File: config.mk
export PLATFORM = sky130hd
export DESIGN_NAME = gsdt_queue
export DESIGN_NICKNAME = d
export VERILOG_FILES = /design/src/hdl/gsdt_queue.sv
export SDC_FILE = /design/constraint.sdc
export NUM_CORES = 1
export LEC_CHECK = 0
export BUFFER_PORTS_ARGS = -buffer_cell sky130_fd_sc_hd__clkbuf_2
export CORE_UTILIZATION = 44
export CTS_CLUSTER_DIAMETER = 50
export CTS_CLUSTER_SIZE = 12
export DETAILED_ROUTE_END_ITERATION = 10
export PLACE_DENSITY_LB_ADDON = 0.1
export SLEW_MARGIN = 20
export SYNTH_ARGS = -nofsm -noshare
export SYNTH_HDL_FRONTEND = slang
export SYNTH_SLANG_ARGS = --single-unit
File: constraint.sdc
create_clock -name clk -period 1.5 [get_ports clk]
set_clock_uncertainty 0.1 [all_clocks]
set_input_delay 0.375 -clock clk [delete_from_list [all_inputs] [get_ports clk]]
set_output_delay 0.375 -clock clk [all_outputs]
set_load 0.03 [all_outputs]
File: src/hdl/gsdt_queue.sv
module gsdt_queue #(
  parameter int WIDTH = 8
) (
  input  logic             clk,
  input  logic             rst,
  input  logic             push,
  output logic             push_ready,
  input  logic [WIDTH-1:0] push_data,
  input  logic             pop,
  output logic             pop_valid,
  output logic [WIDTH-1:0] pop_data
);

  logic [WIDTH-1:0] entry [2];
  logic             wr_ptr;
  logic             rd_ptr;
  logic [1:0]       count;

  assign push_ready = count != 2'd2;
  assign pop_valid = count != 2'd0;
  assign pop_data = entry[rd_ptr];

  always_ff @(posedge clk) begin
    if (rst) begin
      wr_ptr <= 1'b0;
      rd_ptr <= 1'b0;
      count <= 2'd0;
    end else begin
      if (push && push_ready) begin
        wr_ptr <= !wr_ptr;
      end
      if (pop && pop_valid) begin
        rd_ptr <= !rd_ptr;
      end
      case ({push && push_ready, pop && pop_valid})
        2'b10:   count <= count + 2'd1;
        2'b01:   count <= count - 2'd1;
        default: count <= count;
      endcase
    end
  end

  always_ff @(posedge clk) begin
    if (push && push_ready) begin
      entry[wr_ptr] <= push_data;
    end
  end

endmodule

# ---- Word-level counts from Yosys, hierarchy flattened
# Memories as Yosys holds them, arrays and structs flattened. A register that Yosys moved wholly into a read port is not among the register bits.
# Cells that the tools add are included.
dict set report word_totals {
  regBits 4
  ramBits 16
  inputBits 12
  out_inout_bits 10
  elab_cells 20
  mem_count 1
}
dict set report op_classes {
  n_addsub 2
  eq_ne 3
  muxes 5
  n_reduce_logical 6
}
# memory depth word_bits rd rd_ports_with_merged_regs wr line
set memory_table {}
lappend memory_table {entry 2 8 1 1 1 14} ;# logic [WIDTH-1:0] entry [2];
# op count
set ops {}
lappend ops {{1-bit two-way mux} 4}
lappend ops {{2-bit case mux with 2 select lines} 1}
lappend ops {{2-bit nonzero test} 2}
lappend ops {{2-bit by 1-bit adder with 2-bit output, second input constant} 1}
lappend ops {{2-bit by 1-bit equality test with 1-bit output, second input constant} 1}
lappend ops {{2-bit equality test, second input constant} 1}
lappend ops {{1-bit logical AND} 2}
lappend ops {{1-bit logical NOT} 2}
lappend ops {{2-bit != test, second input constant} 1}
lappend ops {{2-bit by 1-bit subtractor with 2-bit output, second input constant} 1}

# ---- Logic depth before layout (Yosys ltp)
dict set report depth {
  word_depth 4
  mapped_depth 6
  ltp_nobuf 6
}

# ---- Least setup slack after synthesis
# Ideal clock, no wire load.
dict set report synth_path {
  path_type {flip-flop to flip-flop}
  start {register count[0]}
  end {register count[1]}
  setup_time_ns 0.070
  t_arrival_ns 1.633
  t_required_ns 1.330
  slack_ns -0.302
  path_stages_with_launch 6
  path_buffers 0
  period_less_slack_ns 1.802
  path_cell_list {dfxtp_1 > nand2b_1 > nand2_1 > ha_1 > or3_1 > a21oi_1}
}
dict set report synth_via {
  elab_chain_len 4
  elab_cells_between_ends 10
  classes_between {add/sub: 2; eq/ne: 3; mux: 1; reduce/logical: 4}
}
# item line
set synth_rtl {}
lappend synth_rtl {{from (decl)} 17} ;# logic [1:0] count;
lappend synth_rtl {{from (signal assigned)} 36} ;# 2'b10: count <= count + 2'd1;
lappend synth_rtl {{from (signal assigned)} 37} ;# 2'b01: count <= count - 2'd1;
lappend synth_rtl {{from (signal assigned)} 38} ;# default: count <= count;
lappend synth_rtl {{2-bit != test *} 19} ;# assign push_ready = count != 2'd2;
lappend synth_rtl {{net push_ready} 7} ;# output logic push_ready,
lappend synth_rtl {{1-bit logical AND *} 35} ;# case ({push && push_ready, pop && pop_valid})
lappend synth_rtl {{2-bit by 1-bit equality test with 1-bit output / 2-bit equality test (equally long branches)} 35}
lappend synth_rtl {{2-bit case mux with 2 select lines / 2-bit nonzero test (equally long branches)} n/a}
# Mark *: on every way through the listed nets, which the timed path passes. The rest lies on a longest branch.
# A chain may end at the register's enable or synchronous reset.

==> qor.yml <==
power_and_ir_drop:
  switching_share_pct: 32.8
  p_clk_share_pct: 11.3
  internal-power_mw: 1.54
  p_total_mw: 2.29
  leakage_nw: 0.484
  peakVddDrop_v: 0.00112
  power_frac_comb_pct: 52.4
  p_sw_mw: 0.749
  power.density_nw_per_um2: 1930
  seq_power_share_pct: 36.3
yosys:
  synthFlopType: "edfxtp_1"
  synth_seq_cells: 21
  synth.cell_area_um2: 798
  synthSimpleGateAreaFrac_pct: 5.96
  synthCells: 49
  synth_fp_nets: 62
  synthMuxAreaShare_pct: 11.3
  synth_xor_area_share_pct: 3.29
  ys_types: 19
  synth_edf_count: 16
  synth_fa_ha_area_share_pct: 1.57
  ys_warn_count: 0
  avgSynthCellArea_um2: 16.3
  synth_seq_area_share_pct: 72.7
  async_flop_share_pct: 0
  synth_top_family_by_area: "multiplexers"
  synth_compound_area_share_pct: 4.08
routing:
  avgRoutedWirePerCell_um: 11.6
  viasPerCell: 4.48
  first_pass_iters: 2
  drt-total-wl_mm: 1.22
  drt-initial-drc-count: 3
  postRouteAntennaNets: 0
  vias: 470
  drc: 0
die:
  fp.dieArea_um2: 1990
  die_h_um: 44.6
  ios: 22
  fp-row-count: 15
  coreArea_um2: 1710
  die_x_um: 44.6
  initial_utilization_pct: 46.7
clock_network:
  cts.clk_slew.worst_paths_ns: 0.11
  cts_max_path_buffers: 2
  cts_hold_buf: 0
  clkLatencyLatePin_ns: 0.29
  htree_levels: 1
  clkSinkCount: 21
  numCtsBuffers: 3
  cts-root-buf: "clkbuf_4"
  cts_tree: "done"
finish:
  area_growth_pct: 48.3
  final_cell_mix: "edfxtp_1, clkbuf_2, buf_8, mux2_4, buf_4"
  final_nets: 94
  drive_above_1_share_pct: 60.0
  fillers: 114
  mostFrequentLayoutCell: "edfxtp_1"
  instances_no_fill: 105
  antenna_cells: 0
  fin_area_um2: 1180
timing:
  timing.final.crit_share_pct: 113
  drv_slew: 0
  hold_viol_final: 0
  worst_pin_slew_ns: 0.378
  min_period_ns: 1.70
  max_freq_ghz: 0.589
  setup_viol: 9
  fin_setup_tns_ns: -1.53
  rsz0062_at_grt: "true"
  slew_headroom_pct: 74.8
  fin_ws_ns: -0.198
setup_path:
  worst_ep_arrival_time_ns: 1.22
  crit_path_start_kind: "register"
  r2r-start: "count[0]$_SDFFE_PP0P_"
  path_class: "reg -> out"
  crit_required_ns: 1.02
  end_kind: "output pin"
  crit_fanout: 5
  max_stage_delay_ns: 0.36
  path_cells: "buf_6, mux2_4, buf_8"
  worst_path_max_delay_cell: "dfxtp_2"
global_routing:
  grt-ovfl-total: 0
  grt_pass1_wl_mm: 1.97
  grt_max_degree: 12
  grt_pass1_vias: 462
  antenna_found_initial: 0
  grt_use_total_pct: 14.5
place:
  finalWeightedCongestion: 0.689
  place_hpwl_um: 771
  dp.cells: 98
  port_buffers: 21
  place_area_um2: 983
flow_run:
  maxCapViolations: 0
worst_hold_path:
  hp-start: "push_data[7]"
  hp-class: "in -> reg"
outcome:
  violations: "setup timing"
  status: "finished, violations left"
worst max-delay path: cells and delay by family, from the launching register on:
family / cells / cell delay, ns
flip-flops: 1 / 0.36
multiplexers: 1 / 0.31
buffers and inverters: 2 / 0.27
routing by layer:
metal	wire length [um]	track usage [%]	vias up	share of wire [%]
met2	598	22.4	13	49
met1	557	17.9	215	46
met3	60	6.53	0	4.9
li1	-	-	242	-
met4	0	5.45	0	0
met5	0	0	-	0
path summary, 6_finish.rpt:
path	endpoint	slack [ns]	cells past startpoint
hold reg to reg	rd_ptr$_SDFFE_PP0P_	0.43	2
hold / removal	entry[0][7]$_DFFE_PP_	0.17	1
setup reg to reg	count[1]$_SDFFE_PP0P_	0.02	5
setup / recovery	pop_data[5]	-0.20	3
sequential cells by signal, indices dropped and copies added (netlist names), named ones only:
register	flops
rd_ptr	1
entry	16
wr_ptr	1
count	2
cell usage after synthesis (2+ instances only):
library cell,n,area [um^2]
nor2_1,3,11.3
dfxtp_1,5,100
a21oi_1,2,10.0
xnor2_1,2,17.5
mux2_2,8,90.1
edfxtp_1,16,480
logic make-up after synthesis:
| group | after synthesis |
|---|---|
| adder cells (fa/ha/maj) | 1 |
| flip-flops | 21 |
| AND/OR/NAND/NOR | 9 |
| multiplexers | 8 |
| buffers and inverters | 2 |
| AO/OA/AOI/OAI | 5 |
| XOR/XNOR | 3 |
power by group through the flow:
stage               Clock [mW]  Combinational (mW)  Sequential (mW)
finish                   0.258                1.20            0.829
floorplan                    0               0.584            0.810
global placement             0               0.783            0.827
detailed placement           0               0.790            0.825
CTS                      0.267                1.04            0.835
global route             0.296                1.28            0.844
per-stage QoR:
stage,hold slack (ns),setup WS (ns),utilization [%]
6_report,0.166,-0.198,69.3
5_1_grt,0.140,-0.262,69.3
4_1_cts,0.157,-0.234,66.7
3_5_place_dp,0.410,-0.0128,57.6
3_3_place_gp,0.397,0.0144,57.6
2_1_floorplan,0.340,0.0153,-
final cells by class:
type                            count  area [um^2]  area share (%)
Sequential cell                    21          589            49.8
Multi-Input combinational cell     26          272            22.9
Timing Repair Buffer               28          262            22.1
Tap cell                           25         31.3            2.64
Clock buffer                        4         26.3            2.22
Inverter                            1         3.75           0.317
repair_timing:
action,4_1_cts,5_1_grt
setup buffers,1,2
gates resized for setup,32,14
pin swaps,3,2
endpoints found under the setup margin,11,11
No activity file was read; power rests on OpenSTA's default activity.
