File: config.mk
export PLATFORM = sky130hd
export DESIGN_NAME = gsdt_ram
export DESIGN_NICKNAME = d
export VERILOG_FILES = /design/src/hdl/gsdt_ram.sv
export SDC_FILE = /design/constraint.sdc
export NUM_CORES = 1
export LEC_CHECK = 0
export BUFFER_PORTS_ARGS = -buffer_cell sky130_fd_sc_hd__buf_4
export CAP_MARGIN = 20
export CORE_ASPECT_RATIO = 1.1
export CORE_UTILIZATION = 35
export CTS_CLUSTER_SIZE = 14
export DETAILED_ROUTE_END_ITERATION = 16
export PLACE_DENSITY = 0.46
export SYNTH_ARGS = -nofsm -noshare
export SYNTH_HDL_FRONTEND = slang
export SYNTH_SLANG_ARGS = --single-unit
File: constraint.sdc
create_clock -name clk -period 2.4 [get_ports clk]
set_input_delay 0.24 -clock clk [delete_from_list [all_inputs] [get_ports clk]]
set_output_delay 0.24 -clock clk [all_outputs]
set_load 0.05 [all_outputs]
File: src/hdl/gsdt_ram.sv
module gsdt_ram #(
  parameter int WIDTH = 8,
  parameter int DEPTH = 16
) (
  input  logic                     clk,
  input  logic                     we,
  input  logic [$clog2(DEPTH)-1:0] waddr,
  input  logic [WIDTH-1:0]         wdata,
  input  logic                     re,
  input  logic [$clog2(DEPTH)-1:0] raddr,
  output logic [WIDTH-1:0]         rdata
);

  logic [WIDTH-1:0] mem [DEPTH];

  always_ff @(posedge clk) begin
    if (we) begin
      mem[waddr] <= wdata;
    end
    if (re) begin
      rdata <= mem[raddr];
    end
  end

endmodule

== After elaboration in Yosys (flattened, before gate mapping) ==
Memory sizes are Yosys's and may differ from the RTL's. A register that Yosys moved wholly into a read port is not among the register bits.
Index checks and enable logic that the tools add are counted.

* Mux-type cells: 2

{| class="wikitable"
|+ Operator list
! cell !! count
|-
| 2-to-1 mux 1 bit || 2
|}

* Register bits after elaboration: 0
* Memory bits (writable): 128
* Bits of input ports: 19
* Memories: 1

{| class="wikitable"
|+ Memory list
! name !! words !! width !! read ports !! clocked after memory_dff !! write ports !! line !! source
|-
| mem || 16 || 8 || 1 || 1 || 1 || 14 || <nowiki>logic [WIDTH-1:0] mem [DEPTH];</nowiki>
|}

== Logic depth before layout (Yosys ltp) ==
Gate-level depths: netlist (run 1).

* Word-level depth: 2
* Depth in mapped cells: 5
* Mapped depth without buffers: 3

== Worst setup path before layout (run 1) ==
No wires, ideal clock.

* Path type: input to register
* Start point: input port waddr[2]
* End point: memory mem[0][0], enable pin
* Setup time: 0.383 ns
* Data arrival time: 1.350 ns
* Data required time: 2.017 ns
* Setup slack: 0.667 ns
* Cell stages on the path: 2
* Buffers on the path: 0
* Cell sequence: or3b_2 > nor3_1

{| class="wikitable"
|+ RTL lines
! element !! line !! source
|-
| start, declared || 7 || <nowiki>input logic [$clog2(DEPTH)-1:0] waddr,</nowiki>
|-
| end, declared || 14 ||
|}

Straight into the memory's write port.

==> out/qor.txt, run 1 <==
Worst hold margin = 0.1165 ns
H-tree Lvls = 4
Worst reg2reg startpoint = mem[5][2]
Share of the synthesized area in the top cell type = 0.7812
Total track usage = 0.1463
TNS Setup = 0 ns
Post-DP Area = 5732 um^2
P_int = 0.004186 W
DP Wirelength = 6582 um
Post-route ant nets = 0
Largest net degree at the start of global routing = 33
Crit Path Max Fanout = 23
Clock transition at the registers of the reported paths = 0.05 ns
Die W = 118.5 um
Final std cells w/o fill = 486
Clock tree buffer depth = 2
GP Congestion = 0.7291
1st-iter DRT viols = 135
# setup viols final = 0
DP Cell Count = 456
Final wirelength = 10,000 um
Total number of vias = 2,382
FMAX = 0.6560 GHz
Mapped Nets = 248
P_leak = 2.082 nW
Peak supply drop = 0.4170 mV
Synth Register Bits = 136
Reg2Reg Depth = 3
Diode count = 0
Initial Utilization = 0.3604
Via density per instance = 4.901
Synth warnings = 0
Final Cycle Share = 0.6352
Max_cap viols = 0
Synth top cells by count = edfxtp_1, mux4_2, a22oi_1
RSZ-0062 raised after global routing = false
Share of cells above drive strength 1 = 0.2857
Post-cts resize count = 0
TritonCTS buffer count = 17
Die area = 15,430 um^2
Nets = 302
CP arrival = 1.68 ns
Vias in the first global route = 2,583
DR WL/cell = 20.58 um
Postcts setup bufs = 0
Hold/Removal Path Class = in2reg
Total grt overflow = 0
Clock sinks = 136
Synth cell types = 18
Hold buffer count at CTS = 0
PD cells = 838.1 nW/um^2
Sequential Power Share = 0.515
Synthesized area per cell = 22.83 um^2
Worst r2r dst = rdata[2]
Clock power frac = 0.429
Worst Skew = 0.005123 ns
Slew Viols, Final = 0
Hold wc startpoint = re
Hold Path Sink = rdata[6]
WHS Path Cells = 1
EDFF count, synth = 136
First-pass DRT Iterations = 4
CP Launch Type = primary input
Root Buffer = clkbuf_16
Largest cells by area after synthesis = edfxtp_1, mux4_2, mux4_1
Sw Ratio = 0.1989
Least-Margin Pin Slew = 0.6106 ns
Reg2Reg Setup Slack = 0.91 ns
Drt drc = 0
Synth Flop Type = edfxtp_1
Status = finished, final reports clean
CTS tree = yes
Sw Pwr = 0.001039 W
Worst path required time = 2.56 ns
Yosys top cell by area = edfxtp_1
Crit Path Class = in2reg
Port Buffers = 26
Combinational share of power = 0.056
Number of top-level pins = 27
CP Capture Type = flop
Synth-to-Final Area Change = 19.27%
Hold Vio Cnt, Final = 0
Max_slew headroom = 0.5914
CP Launch Point = raddr[0]
Gate Count Post-Synth = 229
Finished Cell Area = 6235 um^2
Top-count cell post-synth = edfxtp_1
Mapped cell area = 5228 um^2
Clock Latency Late Sink = 0.41 ns
CORE AREA = 14,500 um^2
Antenna violations before repair = 0
Seq/Total Area, Yosys = 0.7812
Row cnt = 46
Die H = 130.2 um
Clock period minus worst slack = 1.524 ns
Asr flop ratio synth = 0
First-pass GRT wire length = 15,500 um
registers in the layout, indices dropped and copies added (netlist names):
signal  flops
mem       128
rdata       8
layout make-up:
class	instances	area [um^2]
tap	192	240.2
sequential	136	4084
fill	1274	8269
multi-input combinational	83	1057
clock buffer	23	447.9
timing repair buffer	45	350.3
clock inverter	7	55.05
worst max-delay path, stage by stage:
cell	delay (ns)
buf_4	0.40
buf_12	0.21
mux4_1	0.55
a22oi_1	0.19
nand2_1	0.07
worst max path at each step:
stage,end,cells past startpoint
6_report,rdata[4],5
5_1_grt,rdata[4],5
3_5_place_dp,rdata[4],5
3_3_place_gp,rdata[1],5
2_1_floorplan,mem[0][0],2
4_1_cts,rdata[4],5
per-stage QoR:
step | power [W] | util | setup slack [ns]
final | 0.005226 | 0.4299 | 0.8755
after global routing | 0.005399 | 0.4299 | 0.7850
after CTS | 0.005292 | 0.4299 | 0.8548
after detailed placement | 0.003040 | 0.3952 | 0.4082
after global placement | 0.003037 | 0.3952 | 0.4245
after floorplan | 0.002912 | - | 0.6671
layer usage:
metal / GRT usage / share of wire / up-vias
met5: 0 / 0 / -
met4: 0.07148 / 0.016 / 0
met3: 0.04283 / 0.034 / 14
met2: 0.2350 / 0.49 / 50
met1: 0.1832 / 0.46 / 1231
li1: - / - / 1087
power groups by stage:
stage | Sequential, W | Combinational, W | Clock (W)
floorplan | 0.00278 | 0.000135 | 0
global placement | 0.00274 | 0.000299 | 0
detailed placement | 0.00274 | 0.000302 | 0
CTS | 0.00269 | 0.000302 | 0.00230
global route | 0.00269 | 0.000320 | 0.00239
finish | 0.00269 | 0.000294 | 0.00224
kinds of logic after synthesis:
family                 after synthesis  synth area share
muxes                               32            0.1479
DFF                                136            0.7812
buffers and inverters               10           0.01651
AOI/OAI and AO/OA                   16           0.02298
and+or+nand+nor                     35           0.03136
placed cells by master (no fill, tap or decap):
master,count
nand3b_1,2
nand2_1,9
nor2_1,13
mux4_2,18
clkbuf_16,17
buf_4,44
nor3_1,4
or3b_2,1
edfxtp_1,136
mux4_1,14
nand2b_1,2
nand3_1,1
buf_12,1
and2_1,1
clkbuf_1,6
and2b_1,1
nor2b_1,1
clkinv_2,2
bufinv_16,1
a22oi_1,16
clkinv_1,4
Note: power is estimated with default switching activity, not from simulation.
==> run 2, diff against run 1 <==
--- a/config.mk
+++ b/config.mk
@@ -5,13 +5,14 @@
 export SDC_FILE = /design/constraint.sdc
 export NUM_CORES = 1
 export LEC_CHECK = 0
+export ABC_AREA = 1
 export BUFFER_PORTS_ARGS = -buffer_cell sky130_fd_sc_hd__buf_4
 export CAP_MARGIN = 20
 export CORE_ASPECT_RATIO = 1.1
 export CORE_UTILIZATION = 35
 export CTS_CLUSTER_SIZE = 14
 export DETAILED_ROUTE_END_ITERATION = 16
-export PLACE_DENSITY = 0.46
+export PLACE_DENSITY = 0.48
 export SYNTH_ARGS = -nofsm -noshare
 export SYNTH_HDL_FRONTEND = slang
 export SYNTH_SLANG_ARGS = --single-unit
==> constraint.sdc (replaced) <==
create_clock -name clk -period 1.25 [get_ports clk]
set_input_delay 0.125 -clock clk [delete_from_list [all_inputs] [get_ports clk]]
set_output_delay 0.125 -clock clk [all_outputs]
set_load 0.05 [all_outputs]
==> out/qor.txt, run 2 <==
Status = complete, but fails checks
Violated checks = design-rule violations
Nets = 616
Commonest non-fill, non-tap cells in the layout = nand2_1, edfxtp_1, inv_1
Final Cycle Share = 0.9624
CP Launch Type = flop
Max_cap viols = 0
Root Buffer = clkbuf_16
FF+latch area = 4084 um^2
DP Wirelength = 8285 um
First-pass DRT Iterations = 10
Sw Pwr = 0.002276 W
Postcts setup bufs = 0
CP max stage cell = edfxtp_1
Largest net degree at the start of global routing = 45
Clock power frac = 0.451
Hold buffer count at CTS = 0
Clock sinks = 136
EDFF count, synth = 136
Hold Vio Cnt, Final = 0
P_int = 0.008478 W
Synth Register Bits = 136
Post-DP Area = 6394 um^2
Share of cells above drive strength 1 = 0.1281
Mapped cell area = 5847 um^2
Largest family of logic cells by synthesized area = simple AND/OR/NAND/NOR gates
Top-count cell post-synth = nand2_1
Clock transition at the registers of the reported paths = 0.06 ns
Least-Margin Pin Slew = 0.2958 ns
Crit Path Max Fanout = 1
Seq/Total Area, Yosys = 0.6985
Row cnt = 49
Synth top cells by count = nand2_1, edfxtp_1, inv_1
Synthesized area per cell = 10.61 um^2
Adder-cell share of the synthesized area = 0
Post-cts resize count = 0
Synth Area in XOR/XNOR = 0
Max_slew headroom = 0.8026
Simple logic cell fraction of the synthesized area = 0.2076
Crit Path Class = reg2out
Sequential Power Share = 0.481
Worst reg2reg startpoint = mem[15][2]
Largest cells by area after synthesis = edfxtp_1, nand2_1, nand3_1
Port Buffers = 26
Asr flop ratio synth = 0
Biggest register = mem
Synth warnings = 0
Combinational share of power = 0.068
CP delay by family, top = flip-flops
Total number of vias = 3,776
Mapped Nets = 570
M1 WL = 5687 um
Met3 wire len = 632 um
Worst path cell trace = buf_4
Drt drc = 2
Antenna violations before repair = 0
Number of top-level pins = 27
Slew Viols, Final = 0
Post-synthesis compound-gate area fraction = 0
Die area = 17,230 um^2
Die H = 137.6 um
Number of flip-flops in the largest register = 128
Worst path required time = 1.12 ns
Clock tree buffer depth = 2
CP Launch Point = rdata[5]
Synth Flop Type = edfxtp_1
Synth-to-Final Area Change = 19.09%
CP peak stage delay = 0.44 ns
1st-iter DRT viols = 310
Share of the synthesized area in the top cell type = 0.6985
P_leak = 2.985 nW
PD cells = 1544 nW/um^2
Initial Utilization = 0.3572
Mux contribution to synthesized area = 0
# setup viols final = 0
CORE AREA = 16,370 um^2
GP Congestion = 0.7880
Total grt overflow = 0
Final Power = 0.01075 W
DP Cell Count = 782
Diode count = 0
Yosys top cell by area = edfxtp_1
Hold/Removal Path Class = in2reg
TritonCTS buffer count = 17
Peak supply drop = 0.9536 mV
Number of fill cells = 1,590
DR top layer = met4
Clock period minus worst slack = 1.203 ns
CP Capture Type = output pin
Total track usage = 0.1633
Gate Count Post-Synth = 551
Vias in the first global route = 3,620
Clock Latency Late Sink = 0.41 ns
RSZ-0062 raised after global routing = false
Final std cells w/o fill = 813
Most common cell after layout, fill and taps aside = nand2_1
Fin util = 0.4254
Hold wc startpoint = re
First-pass GRT wire length = 20,530 um
Multi-input gate area = 1214 um^2
Biggest regs = mem (128), rdata (8)
CTS tree = yes
Die W = 125.2 um
Worst Skew = 0.01006 ns
Via density per instance = 4.645
FMAX = 0.8312 GHz
DR WL/cell = 15.75 um
Critical path buffers and inverters = 1
Sw Ratio = 0.2116
Post-route ant nets = 0
Synth cell types = 11
CP arrival = 1.08 ns
WL met2 = 6340 um
Finished Cell Area = 6963 um^2
H-tree Lvls = 4
Final wirelength = 12,810 um
[run 2: changes by cell type after synthesis, sizes merged, moves of 16 or more]
| cell | before | now |
|---|---|---|
| inv | 0 | 102 |
| a22oi | 16 | 0 |
| nand3 | 1 | 97 |
| buf | 7 | 24 |
| mux4 | 32 | 0 |
| nand2 | 9 | 173 |
[run 2: cell families after synthesis]
kind of cell	count (synthesis)
DFF	136
and+or+nand+nor	289
buffers and inverters	126
[run 2: power groups by stage]
stage | Combinational [W] | Clock (W) | Sequential, W
final | 0.000727 | 0.00486 | 0.00517
after global routing | 0.000812 | 0.00512 | 0.00518
after CTS | 0.000746 | 0.00494 | 0.00517
after detailed placement | 0.000742 | 0 | 0.00527
after global placement | 0.000739 | 0 | 0.00526
after floorplan | 0.000360 | 0 | 0.00533
[run 2: path summary, 6_finish.rpt]
kind | to | slack, ns | depth (start not counted)
worst max-delay path | rdata[5] | 0.05 | 1
worst min-delay path | rdata[0] | 0.02 | 1
worst max register to register | rdata[2] | 0.13 | 6
worst min register to register | rdata[4] | 0.75 | 6
[run 2: area by class of cell]
class / count / area share
flip-flops and latches: 136 / 0.5865
multi-input cells: 289 / 0.1743
repair buffers: 51 / 0.06577
clock buffers: 21 / 0.06325
inverters: 102 / 0.05499
well taps: 204 / 0.03666
clock inverters: 10 / 0.01851
[run 2: metal layers]
| metal | GRT usage | vias up |
|---|---|---|
| met5 | 0 | - |
| met3 | 0.03650 | 12 |
| li1 | - | 1874 |
| met4 | 0.05894 | 0 |
| met2 | 0.2716 | 92 |
| met1 | 0.2105 | 1798 |
[run 2: metrics by stage]
stage / hold slack (ns) / setup TNS, ns / setup slack (ns)
6_report: 0.01906 / 0 / 0.04696
2_1_floorplan: 0.2239 / 0 / 0.1742
4_1_cts: 0.003351 / 0 / 0.02577
3_5_place_dp: 0.4341 / -0.1402 / -0.07487
3_3_place_gp: 0.4375 / -0.1013 / -0.06677
5_1_grt: 0.008375 / 0 / 0.01447
