<file path="config.mk">
export PLATFORM = sky130hd
export DESIGN_NAME = gsdt_front
export DESIGN_NICKNAME = d
export VERILOG_FILES = /design/src/hdl/gsdt_pkg.sv /design/src/hdl/gsdt_front.sv
export SDC_FILE = /design/constraint.sdc
export NUM_CORES = 1
export LEC_CHECK = 0
export ABC_CLOCK_PERIOD_IN_PS = 4150
export BUFFER_PORTS_ARGS = -buffer_cell sky130_fd_sc_hd__buf_2
export CAP_MARGIN = 0
export CORE_UTILIZATION = 33
export CTS_CLUSTER_SIZE = 24
export DETAILED_ROUTE_END_ITERATION = 10
export PLACE_DENSITY_LB_ADDON = 0.08
export SETUP_SLACK_MARGIN = 0.02
export SYNTH_ARGS = -nofsm -noshare
export SYNTH_HDL_FRONTEND = slang
export SYNTH_SLANG_ARGS = --single-unit
</file>
<file path="constraint.sdc">
create_clock -name clk -period 4.15 [get_ports clk]
set_input_delay 0.415 -clock clk [delete_from_list [all_inputs] [get_ports clk]]
set_output_delay 0.415 -clock clk [all_outputs]
set_load 0.02 [all_outputs]
</file>
<file path="src/hdl/gsdt_pkg.sv">
package gsdt_pkg;

  localparam int ID_W = 19;
  localparam int WORD_W = ID_W + 2;
  localparam logic [ID_W-1:0] ID_MAX = '1;

  typedef enum logic [1:0] {
    MODE_CENTROID   = 2'd0,
    MODE_BATCH      = 2'd1,
    MODE_SAMPLE     = 2'd2,
    MODE_INVALIDATE = 2'd3
  } mode_t;

  typedef struct packed {
    mode_t mode;
    logic  keep;
    logic  err;
  } item_ctl_t;

  localparam int CTL_W = $bits(item_ctl_t);

endpackage

</file>
<file path="src/hdl/gsdt_front.sv">
module gsdt_front
  import gsdt_pkg::*;
#(
  parameter int CAP_PER_DIM = 65,
  parameter int CELLS = 274625,
  parameter int GID_W = 19,
  parameter int PW = 13
) (
  input  logic                   clk,
  input  logic                   rst,
  input  logic                   busy,
  input  logic                   in_valid,
  output logic                   in_ready,
  input  mode_t                  in_mode,
  input  logic [6:0]             in_x,
  input  logic [6:0]             in_y,
  input  logic [6:0]             in_z,
  input  logic [ID_W-1:0]        in_target,
  input  logic                   in_keep,
  output logic                   push,
  input  logic                   push_ready,
  output item_ctl_t              push_ctl,
  output logic [GID_W-1:0]       push_gid
);

  logic              v1;
  item_ctl_t         ctl1;
  logic [PW-1:0]     p1;
  logic [6:0]        z1;
  logic [ID_W-1:0]   target1;
  logic              accept;
  logic              coord_err;

  assign in_ready = !busy && (!v1 || push_ready);
  assign accept = in_valid && in_ready;
  assign push = v1 && push_ready;

  assign coord_err = (32'(in_x) >= CAP_PER_DIM) || (32'(in_y) >= CAP_PER_DIM) ||
                     (32'(in_z) >= CAP_PER_DIM);

  always_ff @(posedge clk) begin
    if (rst) begin
      v1 <= 1'b0;
    end else if (accept) begin
      v1 <= 1'b1;
    end else if (push) begin
      v1 <= 1'b0;
    end
  end

  always_ff @(posedge clk) begin
    if (accept) begin
      ctl1.mode <= in_mode;
      ctl1.keep <= in_keep;
      case (in_mode)
        MODE_BATCH:      ctl1.err <= 1'b0;
        MODE_INVALIDATE: ctl1.err <= 32'(in_target) >= CELLS;
        default:         ctl1.err <= coord_err;
      endcase
      p1 <= PW'(32'(in_x) * CAP_PER_DIM + 32'(in_y));
      z1 <= in_z;
      target1 <= in_target;
    end
  end

  assign push_ctl = ctl1;
  assign push_gid = (ctl1.mode == MODE_INVALIDATE) ? GID_W'(target1)
                                                   : GID_W'(32'(p1) * CAP_PER_DIM + 32'(z1));

endmodule

</file>
After elaboration in Yosys (flattened, before gate mapping)
Cells that the tools add are included.
- word-level logic and storage cells: 31
- input port bits: 48
- bits in registers: 44
- reduce and logical (&&, ||, !) cells: 9
- $add $sub $neg: 2
- multiplexer cells: 4
- equal/unequal tests: 3
- multipliers: 2
- magnitude comparators: 4
- operators by type and width (kind ; count):
    7-bit >= comparator (second input constant) ; 3
    19-bit by 7-bit adder with 19-bit output ; 1
    19-bit >= comparator (second input constant) ; 1
    13-bit by 7-bit multiplier with 19-bit output (second input constant) ; 1
    19-bit 2-to-1 mux ; 1
    13-bit by 7-bit adder with 13-bit output ; 1
    7-bit by 7-bit multiplier with 13-bit output (second input constant) ; 1
    2-bit == test (second input constant) ; 2
    1-bit logical AND ; 3
    1-bit logical OR ; 3
    2-bit by 1-bit == test with 1-bit output (second input constant) ; 1
    1-bit logical NOT ; 2
    1-bit 2-to-1 mux ; 2
    1-bit case mux with 2 select lines ; 1
    2-bit nonzero test ; 1

Longest topological paths before layout
- word-level depth: 5
- mapped depth: 10
- mapped depth without buffers: 10

Worst setup path before layout
OpenSTA, ideal clock, no wires.
- path kind: register to output
- start point: register p1[6]
- end point: output push_gid[14]
- setup slack: 789 ps
- stages on the path, launching flop included: 10
- data required time: 3735 ps
- data arrival time: 2946 ps
- cell sequence: edfxtp_1 > ha_1 > ha_1 > fa_1 > ha_1 > and3_2 > a221o_2 > o211ai_2 > a21oi_1 > o31ai_2
- longest elaborated chain between the ends: 3
- ends and longest elaborated chain (what ; line ; text):
    from (decl) ; gsdt_front.sv:28 ; logic [PW-1:0] p1;
    from (signal assigned) ; gsdt_front.sv:60 ; p1 <= PW'(32'(in_x) * CAP_PER_DIM + 32'(in_y));
    13-bit by 7-bit multiplier with 19-bit output ; gsdt_front.sv:68 ; : GID_W'(32'(p1) * CAP_PER_DIM + 32'(z1));
    19-bit by 7-bit adder with 19-bit output ; gsdt_front.sv:68 ;
    19-bit 2-to-1 mux ; gsdt_front.sv:67 ; assign push_gid = (ctl1.mode == MODE_INVALIDATE) ? GID_W'(target1)
    to (decl) ; gsdt_front.sv:23 ; output logic [GID_W-1:0] push_gid
No other way between the ends.

Worst setup path after layout
- start point: register p1[6]
- end point: output push_gid[18]
Same word-level chain as after synthesis.

==> impl_metrics.prom <==
# TYPE chip_impl_metric gauge
chip_impl_metric{name="cp.buffers_inverters",unit=""} 1
chip_impl_metric{name="fin_nets",unit=""} 506
chip_impl_metric{name="edff_count_synth",unit=""} 43
chip_impl_metric{name="start_util",unit="%"} 34.31
chip_impl_info{name="clock_tree_from_tritoncts",value="done"} 1
chip_impl_metric{name="whs_path_depth",unit=""} 2
chip_impl_metric{name="p_leak",unit="nW"} 1.763
chip_impl_metric{name="antenna_found_initial",unit=""} 0
chip_impl_metric{name="number_of_vias_per_cell_after_detailed_routing",unit=""} 4.886
chip_impl_metric{name="synthCells",unit=""} 320
chip_impl_info{name="critical_path_capture_point_type",value="output port"} 1
chip_impl_metric{name="synth_sequential_area_ratio",unit="%"} 38.74
chip_impl_info{name="crit_slowest_cell",value="sky130_fd_sc_hd__fa_1"} 1
chip_impl_metric{name="chipHeight",unit="um"} 103.3
chip_impl_metric{name="pin_count",unit=""} 73
chip_impl_metric{name="grt_max_degree",unit=""} 44
chip_impl_metric{name="vdd_drop_max",unit="mV"} 0.2138
chip_impl_metric{name="timing.max_slew.rel_slack",unit="%"} 41.49
chip_impl_metric{name="report.final.slew_viol_count",unit=""} 0
chip_impl_metric{name="post_synth.cell_area_avg",unit="sq um"} 10.58
chip_impl_metric{name="vias_in_the_first_global_route",unit=""} 2541
chip_impl_metric{name="totalNegativeSetupSlack",unit="ns"} 0
chip_impl_metric{name="routedLengthMet1",unit="um"} 3681
chip_impl_metric{name="postSynthRegisterBits",unit=""} 44
chip_impl_info{name="yosys.area.top_type",value="sky130_fd_sc_hd__edfxtp_1"} 1
chip_impl_metric{name="synthDistinctLibCells",unit=""} 56
chip_impl_metric{name="instances_no_fill",unit=""} 528
chip_impl_metric{name="synth.net_count",unit=""} 432
chip_impl_metric{name="maxClockFrequency",unit="GHz"} 0.2585
chip_impl_metric{name="num_vias",unit=""} 2580
chip_impl_metric{name="worst_slack_at_placement",unit="ns"} 0.6155
chip_impl_info{name="outcome",value="complete, no violations"} 1
chip_impl_metric{name="max_cap_violations",unit=""} 0
chip_impl_metric{name="path_clk_slew",unit="ns"} 0.09
chip_impl_info{name="synth.most_common_cell",value="sky130_fd_sc_hd__ha_1"} 1
chip_impl_metric{name="min_period_over_period",unit="%"} 93.22
chip_impl_metric{name="antenna_violation_net_count_after_detailed_routing",unit=""} 0
chip_impl_metric{name="count_of_endpoints_failing_setup_in_the_final_report",unit=""} 0
chip_impl_info{name="post_synth_most_frequent_cells",value="sky130_fd_sc_hd__ha_1, sky130_fd_sc_hd__edfxtp_1, sky130_fd_sc_hd__nand2_1"} 1
chip_impl_metric{name="drt_iter0_markers",unit=""} 57
chip_impl_metric{name="finalWeightedCongestion",unit=""} 0.8165
chip_impl_info{name="path_delay_family",value="adder cells"} 1
chip_impl_metric{name="grt_first_pass_wirelength",unit="um"} 12140
chip_impl_metric{name="post-route-cell-area",unit="sq um"} 4013
chip_impl_metric{name="dpl.cell_count",unit=""} 520
chip_impl_metric{name="final_number_of_hold_violating_endpoints",unit=""} 0
chip_impl_metric{name="layout-drive-gt1-share",unit="%"} 23.29
chip_impl_metric{name="fin_skew",unit="ns"} 0.01395
chip_impl_metric{name="ctsHtreeMaxLevel",unit=""} 2
chip_impl_metric{name="design.die.area",unit="sq um"} 10660
chip_impl_metric{name="met3_length",unit="um"} 220
chip_impl_metric{name="cts-resized-gates",unit=""} 0
chip_impl_metric{name="path_max_fanout",unit=""} 5
chip_impl_metric{name="reg2reg_depth",unit=""} 5
chip_impl_metric{name="area_after_dpl",unit="sq um"} 3896
chip_impl_metric{name="crit_required",unit="ns"} 3.73
chip_impl_metric{name="syn_to_final_growth",unit="%"} 18.56
chip_impl_metric{name="crit_arrival",unit="ns"} 3.45
chip_impl_metric{name="finalWorstPathRequiredPeriod",unit="ns"} 3.869
chip_impl_metric{name="numCtsBuffers",unit=""} 5
chip_impl_metric{name="clkLatencyLatePin",unit="ns"} 0.30
chip_impl_info{name="yosys-top-cells-area",value="sky130_fd_sc_hd__edfxtp_1, sky130_fd_sc_hd__ha_1, sky130_fd_sc_hd__nand2_1, sky130_fd_sc_hd__a21oi_1, sky130_fd_sc_hd__nor2_1"} 1
chip_impl_metric{name="detail_route.drc_violations",unit=""} 0
chip_impl_metric{name="max_incr_delay_on_cp",unit="ns"} 0.46
chip_impl_metric{name="die_x",unit="um"} 103.3
chip_impl_metric{name="groute.usage.overall",unit="%"} 15.00
chip_impl_info{name="rsz0062_at_grt",value="no"} 1
chip_impl_metric{name="clock_path_buffers",unit=""} 2
chip_impl_info{name="timing.setup.critical_path_class",value="reg2out"} 1
chip_impl_metric{name="finalWirelength",unit="um"} 7385
chip_impl_info{name="min_path_type",value="in2reg"} 1
chip_impl_metric{name="postCtsSetupRepairBufs",unit=""} 0
chip_impl_metric{name="yosys_warnings",unit=""} 0
chip_impl_metric{name="cts_hold_buf",unit=""} 0
chip_impl_info{name="top_layer",value="met4"} 1
chip_impl_info{name="root_cell_of_the_clock_tree",value="sky130_fd_sc_hd__clkbuf_8"} 1
chip_impl_info{name="critPathLaunchType",value="flip-flop"} 1
chip_impl_metric{name="netlist_area",unit="sq um"} 3384
chip_impl_metric{name="antenna_cells_inserted",unit=""} 0
chip_impl_metric{name="design.core.area",unit="sq um"} 9864
chip_impl_info{name="timing.critical_path.mode_cell",value="sky130_fd_sc_hd__ha_1"} 1
chip_impl_metric{name="detailedPlacementHpwl",unit="um"} 6100
chip_impl_metric{name="drtPass1Iterations",unit=""} 4
chip_impl_metric{name="row_count",unit=""} 36
chip_impl_metric{name="avgRoutedWirePerCell",unit="um"} 13.99
chip_impl_info{name="synth-main-ff-cell",value="sky130_fd_sc_hd__edfxtp_1"} 1
chip_impl_metric{name="port-buffer-count",unit=""} 72
chip_impl_metric{name="gr-total-overflow",unit=""} 0
chip_impl_metric{name="power_per_cell_area",unit="nW/um^2"} 360.1
chip_impl_metric{name="setup_ws",unit="ns"} 0.2813
chip_impl_info{name="crit_path_cell_trace",value="ha_1, ha_1, fa_1, ha_1, and3_2, a221oi_2, o21ai_1, a311o_1, o211ai_1, buf_2"} 1
chip_impl_metric{name="detailroute.wirelength.met2",unit="um"} 3398
chip_impl_metric{name="synth-async-reset-ratio",unit="%"} 0
chip_impl_metric{name="numClockSinks",unit=""} 44
chip_impl_metric{name="timing.critical_path.depth",unit=""} 10
chip_impl_metric{name="share_of_the_synthesized_area_in_the_top_cell_type",unit="%"} 38.15
chip_impl_metric{name="worstMarginPinSlew",unit="ns"} 0.8755
-- registers in the layout (all words and copies together) (netlist names) --
name	flops
target1	19
p1	13
z1	7
push_ctl	4
v1	1
-- cell usage in the layout, fill, tap and decap left out, types with 4 or more instances in the layout --
master,instances
sky130_fd_sc_hd__and3_1,5
sky130_fd_sc_hd__o21ai_1,5
sky130_fd_sc_hd__xor2_1,5
sky130_fd_sc_hd__fa_1,4
sky130_fd_sc_hd__clkbuf_8,5
sky130_fd_sc_hd__ha_1,60
sky130_fd_sc_hd__a211oi_1,5
sky130_fd_sc_hd__or3_1,4
sky130_fd_sc_hd__nor3_1,7
sky130_fd_sc_hd__inv_1,13
sky130_fd_sc_hd__nand2_1,31
sky130_fd_sc_hd__o211ai_1,7
sky130_fd_sc_hd__a21oi_1,19
sky130_fd_sc_hd__nor2_1,23
sky130_fd_sc_hd__o21ai_0,9
sky130_fd_sc_hd__and2_1,6
sky130_fd_sc_hd__edfxtp_1,43
sky130_fd_sc_hd__nand3_1,6
sky130_fd_sc_hd__xnor2_1,7
sky130_fd_sc_hd__nor4_1,4
sky130_fd_sc_hd__buf_2,72
-- through the flow --
step / hold slack [ns] / power, mW / util [%]
floorplan: 0.4499 / 0.9557 / -
global placement: 0.4681 / 1.126 / 39.50
detailed placement: 0.4776 / 1.121 / 39.50
CTS: 0.2386 / 1.466 / 40.68
global route: 0.2406 / 1.554 / 40.68
finish: 0.2462 / 1.445 / 40.68
-- final cells by class --
type	instances	area, sq um
Fill cell	991	5852
Multi-Input combinational cell	257	2002
Inverter	13	48.80
Clock buffer	5	68.82
Timing Repair Buffer	73	367.9
Tap cell	133	166.4
Sequential cell	44	1311
Clock inverter	3	47.55
-- kinds of logic after synthesis --
| family | Yosys count | synth area share (%) |
|---|---|---|
| and+or+nand+nor | 97 | 13.75 |
| DFF | 44 | 38.74 |
| xor gates and xnor gates | 12 | 3.105 |
| buffers and inverters | 19 | 2.107 |
| adders and majority gates | 64 | 24.55 |
| AOI/OAI and AO/OA | 84 | 17.74 |
-- final timing paths --
kind / startpoint / endpoint / slack [ns]
hold / removal: rst / v1 / 0.25
hold reg to reg: v1 / v1 / 0.49
setup / recovery: p1[6] / push_gid[18] / 0.28
setup reg to reg: v1 / p1[12] / 2.59
-- power breakdown --
group	total, mW	internal, mW	switching (mW)
clock network	0.336	0.181	0.155
registers	0.537	0.522	0.0146
logic	0.572	0.232	0.340
total	1.45	0.936	0.509
-- per-layer routing --
layer / track usage (%) / vias to the layer above
li1: - / 1381
met5: 0 / -
met4: 3.900 / 0
met1: 19.95 / 1147
met3: 2.016 / 6
met2: 25.69 / 46
No activity file was read; power rests on OpenSTA's default activity.
