<file path="src/hdl/gsdt_pkg.sv">
package gsdt_pkg;

  localparam int ID_W = 19;
  localparam int WORD_W = ID_W + 2;
  localparam logic [ID_W-1:0] ID_MAX = '1;

  typedef enum logic [1:0] {
    MODE_CENTROID   = 2'd0,
    MODE_BATCH      = 2'd1,
    MODE_SAMPLE     = 2'd2,
    MODE_INVALIDATE = 2'd3
  } mode_t;

  typedef struct packed {
    mode_t mode;
    logic  keep;
    logic  err;
  } item_ctl_t;

  localparam int CTL_W = $bits(item_ctl_t);

endpackage

</file>
<file path="src/hdl/gsdt_back.sv">
module gsdt_back
  import gsdt_pkg::*;
#(
  parameter int CELLS = 274625,
  parameter int GID_W = 19
) (
  input  logic             clk,
  input  logic             rst,
  output logic             busy,
  input  logic             q_valid,
  output logic             q_pop,
  input  item_ctl_t        q_ctl,
  input  logic [GID_W-1:0] q_gid,
  output logic             ram_we,
  output logic [GID_W-1:0] ram_waddr,
  output logic [WORD_W-1:0] ram_wdata,
  output logic             ram_re,
  output logic [GID_W-1:0] ram_raddr,
  input  logic [WORD_W-1:0] ram_rdata,
  output logic             out_valid,
  input  logic             out_ready,
  output logic [ID_W-1:0]  out_grid_id,
  output logic [ID_W-1:0]  out_sample_id,
  output logic             out_is_new,
  output logic             out_proj_added,
  output logic             out_range_error
);

  typedef enum logic [2:0] {
    B_CLEAR = 3'b001,
    B_IDLE  = 3'b010,
    B_READ  = 3'b100
  } back_state_t;

  localparam logic [GID_W-1:0] LAST_ADDR = GID_W'(CELLS - 1);

  back_state_t      state;
  back_state_t      state_next;
  logic [GID_W-1:0] clr_addr;
  item_ctl_t        cur_ctl;
  logic [GID_W-1:0] cur_gid;
  logic [ID_W-1:0]  centroid_count;
  logic [ID_W-1:0]  centroid_count_next;
  logic [ID_W-1:0]  batch_count;
  logic [ID_W-1:0]  batch_count_next;
  logic             out_free;
  logic             take;
  logic             direct;
  logic             rd_exist;
  logic             rd_proj;
  logic [ID_W-1:0]  rd_sid;
  logic             wr_exist;
  logic             wr_proj;
  logic [ID_W-1:0]  wr_sid;
  logic [ID_W-1:0]  res_sid;
  logic             res_new;
  logic             res_added;
  logic [ID_W:0]    sum;
  logic [ID_W-1:0]  sum_sat;
  logic [ID_W-1:0]  cc_inc;
  logic [ID_W-1:0]  bc_inc;

  assign busy = state == B_CLEAR;
  assign out_free = !out_valid || out_ready;
  assign take = (state == B_IDLE) && q_valid && out_free;
  assign direct = q_ctl.err || (q_ctl.mode == MODE_BATCH);
  assign q_pop = take;

  assign ram_re = take && !direct;
  assign ram_raddr = q_gid;

  assign rd_exist = ram_rdata[0];
  assign rd_proj = ram_rdata[1];
  assign rd_sid = ram_rdata[WORD_W-1:2];

  assign sum = {1'b0, centroid_count} + {1'b0, batch_count};
  assign sum_sat = sum[ID_W] ? ID_MAX : sum[ID_W-1:0];
  assign cc_inc = (centroid_count == ID_MAX) ? centroid_count : centroid_count + 1'b1;
  assign bc_inc = (batch_count == ID_MAX) ? batch_count : batch_count + 1'b1;

  always_comb begin
    wr_exist = rd_exist;
    wr_proj = rd_proj;
    wr_sid = rd_sid;
    res_new = 1'b0;
    res_added = 1'b0;
    centroid_count_next = centroid_count;
    batch_count_next = batch_count;
    case (cur_ctl.mode)
      MODE_CENTROID: begin
        wr_exist = 1'b1;
        wr_sid = centroid_count;
        res_new = !rd_exist;
        centroid_count_next = cc_inc;
      end
      MODE_SAMPLE: begin
        wr_exist = 1'b1;
        wr_proj = 1'b1;
        res_added = !rd_proj;
        if (!rd_exist) begin
          wr_sid = sum_sat;
          res_new = 1'b1;
          batch_count_next = bc_inc;
        end
      end
      MODE_INVALIDATE: begin
        if (!cur_ctl.keep) begin
          wr_proj = 1'b0;
        end
      end
      default: begin
        wr_exist = rd_exist;
      end
    endcase
    res_sid = wr_exist ? wr_sid : '0;
  end

  always_comb begin
    ram_we = 1'b0;
    ram_waddr = cur_gid;
    ram_wdata = {wr_sid, wr_proj, wr_exist};
    if (state == B_CLEAR) begin
      ram_we = 1'b1;
      ram_waddr = clr_addr;
      ram_wdata = '0;
    end else if (state == B_READ) begin
      ram_we = 1'b1;
    end
  end

  always_comb begin
    case (state)
      B_CLEAR: state_next = (clr_addr == LAST_ADDR) ? B_IDLE : B_CLEAR;
      B_IDLE:  state_next = (take && !direct) ? B_READ : B_IDLE;
      B_READ:  state_next = B_IDLE;
      default: state_next = B_CLEAR;
    endcase
  end

  always_ff @(posedge clk) begin
    if (rst) begin
      state <= B_CLEAR;
      clr_addr <= '0;
      centroid_count <= '0;
      batch_count <= '0;
      out_valid <= 1'b0;
    end else begin
      state <= state_next;
      if (state == B_CLEAR) begin
        clr_addr <= clr_addr + 1'b1;
      end
      if (state == B_READ) begin
        centroid_count <= centroid_count_next;
        batch_count <= batch_count_next;
      end else if (take && !q_ctl.err && (q_ctl.mode == MODE_BATCH)) begin
        batch_count <= '0;
      end
      if ((take && direct) || (state == B_READ)) begin
        out_valid <= 1'b1;
      end else if (out_ready) begin
        out_valid <= 1'b0;
      end
    end
  end

  always_ff @(posedge clk) begin
    if (take) begin
      cur_ctl <= q_ctl;
      cur_gid <= q_gid;
    end
    if (take && direct) begin
      out_grid_id <= '0;
      out_sample_id <= '0;
      out_is_new <= 1'b0;
      out_proj_added <= 1'b0;
      out_range_error <= q_ctl.err;
    end else if (state == B_READ) begin
      out_grid_id <= ID_W'(cur_gid);
      out_sample_id <= res_sid;
      out_is_new <= res_new;
      out_proj_added <= res_added;
      out_range_error <= 1'b0;
    end
  end

endmodule

</file>
<file path="config.mk">
export PLATFORM = sky130hd
export DESIGN_NAME = gsdt_back
export DESIGN_NICKNAME = d
export VERILOG_FILES = /design/src/hdl/gsdt_pkg.sv /design/src/hdl/gsdt_back.sv
export SDC_FILE = /design/constraint.sdc
export NUM_CORES = 1
export LEC_CHECK = 0
export ABC_AREA = 1
export BUFFER_PORTS_ARGS = -buffer_cell sky130_fd_sc_hd__buf_4
export CORE_ASPECT_RATIO = 0.6
export CORE_MARGIN = 1
export CORE_UTILIZATION = 36
export CTS_BUF_LIST = sky130_fd_sc_hd__clkbuf_8
export CTS_CLUSTER_DIAMETER = 100
export DETAILED_ROUTE_END_ITERATION = 16
export PLACE_DENSITY = 0.61
export SYNTH_ARGS = -nofsm -noshare
export SYNTH_HDL_FRONTEND = slang
export SYNTH_SLANG_ARGS = --single-unit
</file>
<file path="constraint.sdc">
create_clock -name clk -period 2.8 [get_ports clk]
set_input_delay 0.56 -clock clk [delete_from_list [all_inputs] [get_ports clk]]
set_output_delay 0.56 -clock clk [all_outputs]
set_load 0.005 [all_outputs]
</file>
# Word-level counts from Yosys, hierarchy flattened
# Cells that the tools add are included.
[word_totals]
reg_bits = 124
in_bits = 48
word_cells = 77
[classes]
addsub = 4
reduce_logical = 21
bitwise = 1
muxes = 26
eq_ne = 12
[ops]
columns = ["operator", "count"]
rows = [
  ["$mux W19", 9],
  ["$add A19 B1 Y19 const B", 3],
  ["$eq A19 B19 Y1 const B", 3],
  ["$pmux W19 S2", 1],
  ["$mux W21", 1],
  ["$add A19 B19 Y20", 1],
  ["$mux W1", 10],
  ["$pmux W3 S3", 1],
  ["$logic_and A1 B1 Y1", 6],
  ["$reduce_bool A2 Y1", 3],
  ["$logic_not A1 Y1", 5],
  ["$eq A2 B2 Y1 const B", 2],
  ["$ne A2 B2 Y1 const B", 2],
  ["$pmux W1 S2", 2],
  ["$reduce_and A4 Y1", 1],
  ["$eq A3 B1 Y1 const B", 1],
  ["$eq A3 B2 Y1 const B", 1],
  ["$eq A3 B3 Y1 const B", 1],
  ["$logic_or A1 B1 Y1", 3],
  ["$mux W3", 1],
  ["$reduce_and A3 Y1", 1],
  ["$eq A2 B1 Y1 const B", 1],
  ["$logic_not A2 Y1", 1],
  ["$mux W2", 1],
  ["3 further kinds", 3],
]

# Logic depth before layout (Yosys ltp)
# Gate-level depths: netlist of run 1.
[logic_depth]
depth_word = 7
ltp_mapped = 16

# Least setup slack after synthesis of run 1
# Ideal clock, no wire load.
[synth_path]
path_type = "register -> output"
startpoint = "register batch_count[0]"
endpoint = "output ram_wdata[14]"
n_path_buf = 0
t_arrival_ps = 1952
setup_slack_ps = 288
path_stages_with_launch = 15
t_required_ps = 2240
cell_sequence = "dfxtp_1 ha_1 inv_1 fa_1 inv_1 nand3_1 nand3_1 nand2_1 nand2_1 nand3_1 nand2_1 nand2_1 nand3_1 nand2_1 a21oi_1"
[synth_between]
elab_chain_cells = 5
[synth_lines]
columns = ["item", "line_no", "rtl"]
rows = [
  ["from (decl)", "gsdt_back.sv:44", "logic [ID_W-1:0] batch_count;"],
  ["from (signal assigned)", "gsdt_back.sv:154", "batch_count <= batch_count_next;"],
  ["$add A19 B19 Y20", "gsdt_back.sv:76", "assign sum = {1'b0, centroid_count} + {1'b0, batch_count};"],
  ["$mux W19", "gsdt_back.sv:77", "assign sum_sat = sum[ID_W] ? ID_MAX : sum[ID_W-1:0];"],
  ["$mux W19", "gsdt_back.sv:100", "if (!rd_exist) begin"],
  ["$pmux W19 S2", "gsdt_back.sv:89", "case (cur_ctl.mode)"],
  ["$mux W21", "gsdt_back.sv:122", "if (state == B_CLEAR) begin"],
  ["to (decl)", "gsdt_back.sv:16", "output logic [WORD_W-1:0] ram_wdata,"],
]
# Every way passes these cells.

# Worst setup path in the final report of run 1
[layout_path]
startpoint = "register centroid_count[5]"
endpoint = "register out_sample_id[18]"
[layout_between]
elab_chain_cells = 5
[layout_lines]
columns = ["item", "line_no", "rtl"]
rows = [
  ["from (decl)", "gsdt_back.sv:42", "logic [ID_W-1:0] centroid_count;"],
  ["from (signal assigned)", "gsdt_back.sv:153", "centroid_count <= centroid_count_next;"],
  ["$add A19 B19 Y20", "gsdt_back.sv:76", ""],
  ["$mux W19", "gsdt_back.sv:77", ""],
  ["$mux W19", "gsdt_back.sv:100", ""],
  ["$pmux W19 S2", "gsdt_back.sv:89", ""],
  ["$mux W19", "gsdt_back.sv:115", "res_sid = wr_exist ? wr_sid : '0;"],
  ["to (signal assigned)", "gsdt_back.sv:179", "out_sample_id <= res_sid;"],
  ["to (decl)", "gsdt_back.sv:23", "output logic [ID_W-1:0] out_sample_id,"],
]
# Every way passes these cells.
# A chain may end at the register's enable or synchronous reset.

==> metrics.csv, run 1 <==
metric,value,unit
r2r setup slk,-0.19,ns
IO buf count,152,
RSZ-0062 raised after global routing,true,
"EDFF count, synth",23,
status,"finished, violations left",
Worst Reg2Reg Path Length in Cells,26,
# rows,40,
"worst slack, placed",0.04981,ns
Final nets,1417,
starting density of the core,0.3729,
cells after synthesis,1102,
Fin Setup TNS,-3.256,ns
hold buffers post-CTS,0,
Psw,0.9205,mW
Reg-to-Reg End,out_sample_id[18],
number of remaining DRC errors,0,
first-pass GRT wire length,41.15,mm
period utilization,1.069,
Placeable Area,20270,um^2
CTS tree,done,
worst hold-check path type,in -> reg,
PwrDens,336.0,nW/um^2
reg2reg start,centroid_count[5],
Max Clock Skew,0.01852,ns
leakage,5.051,nW
die width,189.1,um
# setup viols final,22,
Post-Syn Area per Cell,6.859,um^2
Final Slew Violations,0,
initial drt markers,675,
CTS H-Tree Depth,4,
layout overhead on the synthesized area,43.59,%
Clk pwr share,0.428,
WL per Instance,16.61,um
final hold vios,0,
sequential share of the synthesized area,0.3589,
clock tree buffer depth,2,
WHS Path Cells,1,
Crit Path Max Fanout,4,
Slew HR,0.6682,
Int Power,2.726,mW
vias,8196,
total I/O pin count,153,
Ys Warns,0,
fraction of layout cells with a size suffix above 1,0.3608,
Switching Fraction,0.2524,
final worst slack,-0.1924,ns
initial antenna violation count,1,
Slew @ Worst Pin,0.4977,ns
end of the worst hold path,cur_ctl[2],
share of the synthesized area in the top cell type,0.2675,
Inserted Clock Buffers,17,
VDD IR-drop max,284.0,uV
CP Class,reg -> reg,
minimum clock period after layout,2.992,ns
ANT nets after route,0,
Synth cell types,45,
critical path required time,3.16,ns
Max Freq,0.3342,GHz
asr flop ratio synth,0,
# clock sinks,124,
Worst-path clk slew,0.09,ns
Comb pwr share,0.069,
vias in the first global route,7282,
1st-pass router iterations,5,
Die Y,114.2,um
most area-consuming cells after synthesis,"dfxtp_1 (27%), nand2_1 (15%), edfxtp_1 (9.1%), inv_1 (6.6%), nor2_1 (5.7%)",
die area,21600,um^2
CP endpoint kind,flip-flop,
critical path startpoint category,flip-flop,
via-per-instance ratio,5.025,
DRT Wirelength,27.08,mm
clk_lat worst skew,0.47,ns
post-synthesis register bit count,124,
Post-synth top flop,dfxtp_1,
dpl hpwl,20.21,mm
GRT Util Overall,0.2526,
Hold Crit Start,q_ctl[2],
max cap viols,0,
n_diodes,0,
crit path DAT,3.35,ns
root buf cell,clkbuf_8,
failing checks,negative setup slack,
Mapped Nets,1174,
Final Wtd Congestion,0.9709,
Synth area leader,dfxtp_1,
global route overflow,0,
largest net degree at the start of global routing,41,
Reg power frac,0.503,
Post-Syn Area,7558,um^2
-- routing by layer --
| layer | part of all wire | track usage |
|---|---|---|
| met5 | 0.00041 | 0 |
| met4 | 0.011 | 0.06129 |
| met2 | 0.36 | 0.3172 |
| met1 | 0.52 | 0.4010 |
| met3 | 0.10 | 0.07508 |
-- cells by family after synthesis --
family          synth area share
fa+ha+maj                0.04072
compound gates            0.1377
flops                     0.3589
buf+inv                   0.1086
simple gates              0.3182
xor+xnor                 0.03592
-- timing repair --
item / 4_1_cts / 5_1_grt
endpoints found under the setup margin: 19 / 22
cloned: 1 / 0
pin swaps: 24 / 29
setup buffers: 37 / 11
gates resized for setup: 132 / 69
-- area by class of cell --
class / count / area, um^2
Sequential cell: 124 / 2778
Fill cell: 1962 / 9417
Clock inverter: 15 / 133.9
Clock buffer: 17 / 234.0
Timing Repair Buffer: 274 / 2101
Tap cell: 273 / 341.6
Inverter: 140 / 540.5
Multi-Input combinational cell: 788 / 4725
-- power by group through the flow --
stage	combinational [mW]	sequential (mW)	clock, mW
4_1_cts	0.237	1.84	1.60
2_1_floorplan	0.101	1.89	0
3_3_place_gp	0.220	1.89	0
3_5_place_dp	0.222	1.89	0
6_report	0.251	1.84	1.56
5_1_grt	0.277	1.84	1.68
-- per-stage QoR --
stage,utilization,area [um^2],cells,hold slack [ns],power (mW)
after floorplan,-,7559,1102,0.4453,1.988
after global placement,0.4606,9336,1550,0.4383,2.106
after detailed placement,0.4606,9336,1550,0.4421,2.109
after CTS,0.5190,10520,1620,0.2426,3.672
after global routing,0.5354,10850,1631,0.2417,3.794
final,0.5354,10850,1631,0.2696,3.647
-- state kept, by name (all words and copies together), names as in the netlist --
register	cells
state	3
cur_gid	19
batch_count	19
out_sample_id	19
out_range_error	1
out_grid_id	19
clr_addr	19
out_is_new	1
out_valid	1
out_proj_added	1
centroid_count	19
cur_ctl	3
-- worst max-delay path, cell delays in order (launching register included) --
cell	delay, ns
dfxtp_2	0.34
ha_4	0.27
buf_6	0.13
nand2_4	0.07
inv_2	0.04
nand2_2	0.05
nand2_1	0.05
nand2_1	0.05
nand2_1	0.06
nand2_2	0.07
nand3_4	0.13
buf_4	0.18
inv_2	0.05
nand3_2	0.08
nand2_2	0.07
nand2_2	0.06
buf_4	0.14
buf_4	0.12
buf_4	0.12
buf_4	0.12
buf_4	0.12
buf_4	0.12
buf_4	0.12
buf_4	0.12
buf_4	0.12
nand3_1	0.06
nand2_1	0.05
-- cells in the final DEF (no fill, tap or decap), types with 20 or more instances in the layout --
cell type and instances:
a21oi_1 58, a22oi_1 37, buf_4 267, dfxtp_1 69, dfxtp_2 22, edfxtp_1 23, inv_1 128, nand2_1 268
nand2_2 32, nand3_1 35, nand4_1 22, nor2_1 101, nor3_1 32, o21ai_0 37, xor2_1 20
-- worst max-delay path by stage --
stage               slack, ns  depth (start not counted)               from                end
floorplan                0.29                         14     batch_count[0]      ram_wdata[14]
global placement          0.1                         15  centroid_count[0]      ram_wdata[14]
detailed placement       0.05                         15     batch_count[0]      ram_wdata[14]
CTS                     -0.24                         15     batch_count[0]      ram_wdata[16]
global route            -0.35                         14     batch_count[5]      ram_wdata[20]
finish                  -0.19                         26  centroid_count[5]  out_sample_id[18]
-- cell usage after synthesis, types with 2 or more instances --
cell and count:
buf_2 9, a22oi_1 37, and3_1 2, buf_4 20, ha_1 23, inv_2 5, nand2_1 307, nand2_2 3
o21ai_2 10, inv_1 132, a21oi_1 74, edfxtp_1 23, nor2_1 115, nand3_2 5, nand3_1 50, xnor2_1 10
nor3_4 3, nor3b_1 2, nand4_1 22, nor4_1 6, nor3_1 34, xor2_1 21, dfxtp_1 101, clkbuf_1 21
o21bai_1 3, a21oi_2 4, nor2_2 4, o21ai_0 39
No activity file was read; power rests on OpenSTA's default activity.
==> run 2, diff against run 1 <==
Settings changed: PLACE_DENSITY 0.61 to not set, SETUP_SLACK_MARGIN set to 0.4.
==> metrics.csv, run 2 (synthesized netlist as in run 1, its figures left out) <==
metric,value,unit,change
status,"finished, violations left",,
failing checks,negative setup slack,,
final worst slack,-0.2621,ns,-0.06969 ns
footprint of the multi-input gates,4782,um^2,+1.2%
VDD IR-drop max,267.4,uV,-5.9%
initial antenna violation count,0,,-1
IO buf count,152,,unchanged
crit-path cells,ha_4 -> inv_4 -> fa_2 -> inv_2 -> nand3_2 -> nand3_4 -> nand2_2 -> nand2_4 -> nand3_4 -> nand2_2 -> nand2_2 -> nand3_2 -> nand2_2 -> a21oi_2 -> buf_4,,
via-per-instance ratio,5.116,,+1.8%
# setup viols final,19,,-14%
Inserted Clock Buffers,17,,unchanged
Max Clock Skew,0.02187,ns,+0.003347 ns
period utilization,1.094,,+0.02489
vias in the first global route,7158,,-1.7%
total I/O pin count,153,,unchanged
Register Area,2788,um^2,+0.36%
RSZ-0062 raised after global routing,true,,
cell mode on critical path,nand2_2,,
Area after DPL,9251,um^2,-0.91%
CP endpoint kind,output pin,,
CTS tree,done,,
Worst-path clk slew,0.08,ns,about the same
"Slowest-stage cell, CP",fa_2,,
vias,8237,,+0.50%
Die Y,114.2,um,unchanged
Final Wtd Congestion,1.000,,+3.0%
Crit Path Max Fanout,3,,-1
clock tree buffer depth,2,,unchanged
leakage,5.038,nW,-0.26%
fraction of layout cells with a size suffix above 1,0.3620,,+0.001180
final hold vios,0,,unchanged
dpl hpwl,20.58,mm,+1.8%
WL per Instance,17.23,um,+3.8%
Final nets,1396,,-1.5%
worst hold-check path type,in -> reg,,
# rows,40,,unchanged
minimum clock period after layout,3.062,ns,+0.06969 ns
Slew HR,0.6907,,+0.02248
"most common cell after layout, fill and taps aside",nand2_1,,
CP Class,reg -> out,,
worst path bufs/invs,3,,-10
ANT nets after route,0,,unchanged
number of remaining DRC errors,0,,unchanged
DRT Wirelength,27.74,mm,+2.4%
crit path DAT,2.50,ns,-0.85 ns
root buf cell,clkbuf_8,,
1st-pass router iterations,6,,+1
max cap viols,0,,unchanged
CTS H-Tree Depth,4,,unchanged
clk_lat worst skew,0.46,ns,about the same
die width,189.1,um,unchanged
die area,21600,um^2,unchanged
PwrDens,352.7,nW/um^2,+5.0%
CP max stage delay,0.42,ns,+0.08 ns
Final Slew Violations,0,,unchanged
first-pass GRT wire length,41.37,mm,+0.54%
layout overhead on the synthesized area,43.50,%,about the same
fin area,10850,um^2,about the same
Placeable Area,20270,um^2,unchanged
largest net degree at the start of global routing,42,,+2.4%
Pwr Total,3.826,mW,+4.9%
# clock sinks,124,,unchanged
critical path required time,2.24,ns,-0.92 ns
n_diodes,0,,unchanged
global route overflow,0,,unchanged
GRT Util Overall,0.2535,,+0.0008541
"commonest cells after routing, fill and taps aside","nand2_1 (261), buf_4 (237), inv_1 (127), nor2_1 (102), dfxtp_1 (67)",,
Slew @ Worst Pin,0.4598,ns,-0.03795 ns
Max Freq,0.3266,GHz,-2.3%
Filler cells,1899,,-3.2%
"worst slack, placed",0.06353,ns,+0.01371 ns
initial drt markers,858,,+27%
starting density of the core,0.3729,,unchanged
critical path startpoint category,flip-flop,,
kind of cell adding the most delay to the critical path,simple AND/OR/NAND/NOR gates,,
-- run 2: cell count changes in the layout (fill, tap and decap cells not counted), sizes merged --
cell      change
clkinv        -4
clkbuf        +1
inv           +3
bufinv        +2
buf          -22
clkinvlp      -1
-- run 2: area by class of cell --
class | count | share of cell area
well taps | 273 | 0.03149
clock inverters | 14 | 0.01638
clock buffers | 18 | 0.02284
inverters | 140 | 0.04983
repair buffers | 252 | 0.1808
repair inverters | 1 | 0.0008075
multi-input cells | 788 | 0.4409
flip-flops and latches | 124 | 0.2570
-- run 2: timing repair --
item / CTS / global route
gates cloned: 2 / 0
gates resized for setup: 153 / 74
buffers inserted: 20 / 15
setup endpoints to repair: 19 / 23
hold buffers: 0 / 0
pin swaps: 29 / 35
-- run 2: routing by layer --
layer,vias to the layer above,part of all wire,track usage
met5,-,0,0
met4,0,0.0072,0.04731
met3,16,0.13,0.09194
met2,425,0.36,0.3007
met1,3771,0.51,0.4106
li1,4025,-,-
-- run 2: path summary, 6_finish.rpt --
check | startpoint | depth (start not counted) | slack [ns] | endpoint
max | batch_count[0] | 15 | -0.26 | ram_wdata[16]
min | q_gid[11] | 1 | 0.29 | cur_gid[11]
max reg2reg | centroid_count[13] | 22 | 0.13 | out_sample_id[10]
min reg2reg | out_sample_id[14] | 2 | 0.46 | out_sample_id[14]
-- run 2: power by group --
group | internal, mW | total (mW) | switching, mW
Clock | 0.982 | 1.75 | 0.766
Sequential | 1.82 | 1.83 | 0.0124
Combinational | 0.124 | 0.244 | 0.120
-- run 2: through the flow --
| step | hold slack (ns) | util | setup TNS [ns] | cells |
|---|---|---|---|---|
| floorplan | 0.4453 | - | 0 | 1102 |
| global placement | 0.4357 | 0.4564 | 0 | 1541 |
| detailed placement | 0.4425 | 0.4564 | 0 | 1541 |
| CTS | 0.2590 | 0.5160 | -2.524 | 1595 |
| global route | 0.2537 | 0.5351 | -4.771 | 1610 |
| finish | 0.2859 | 0.5351 | -2.512 | 1610 |
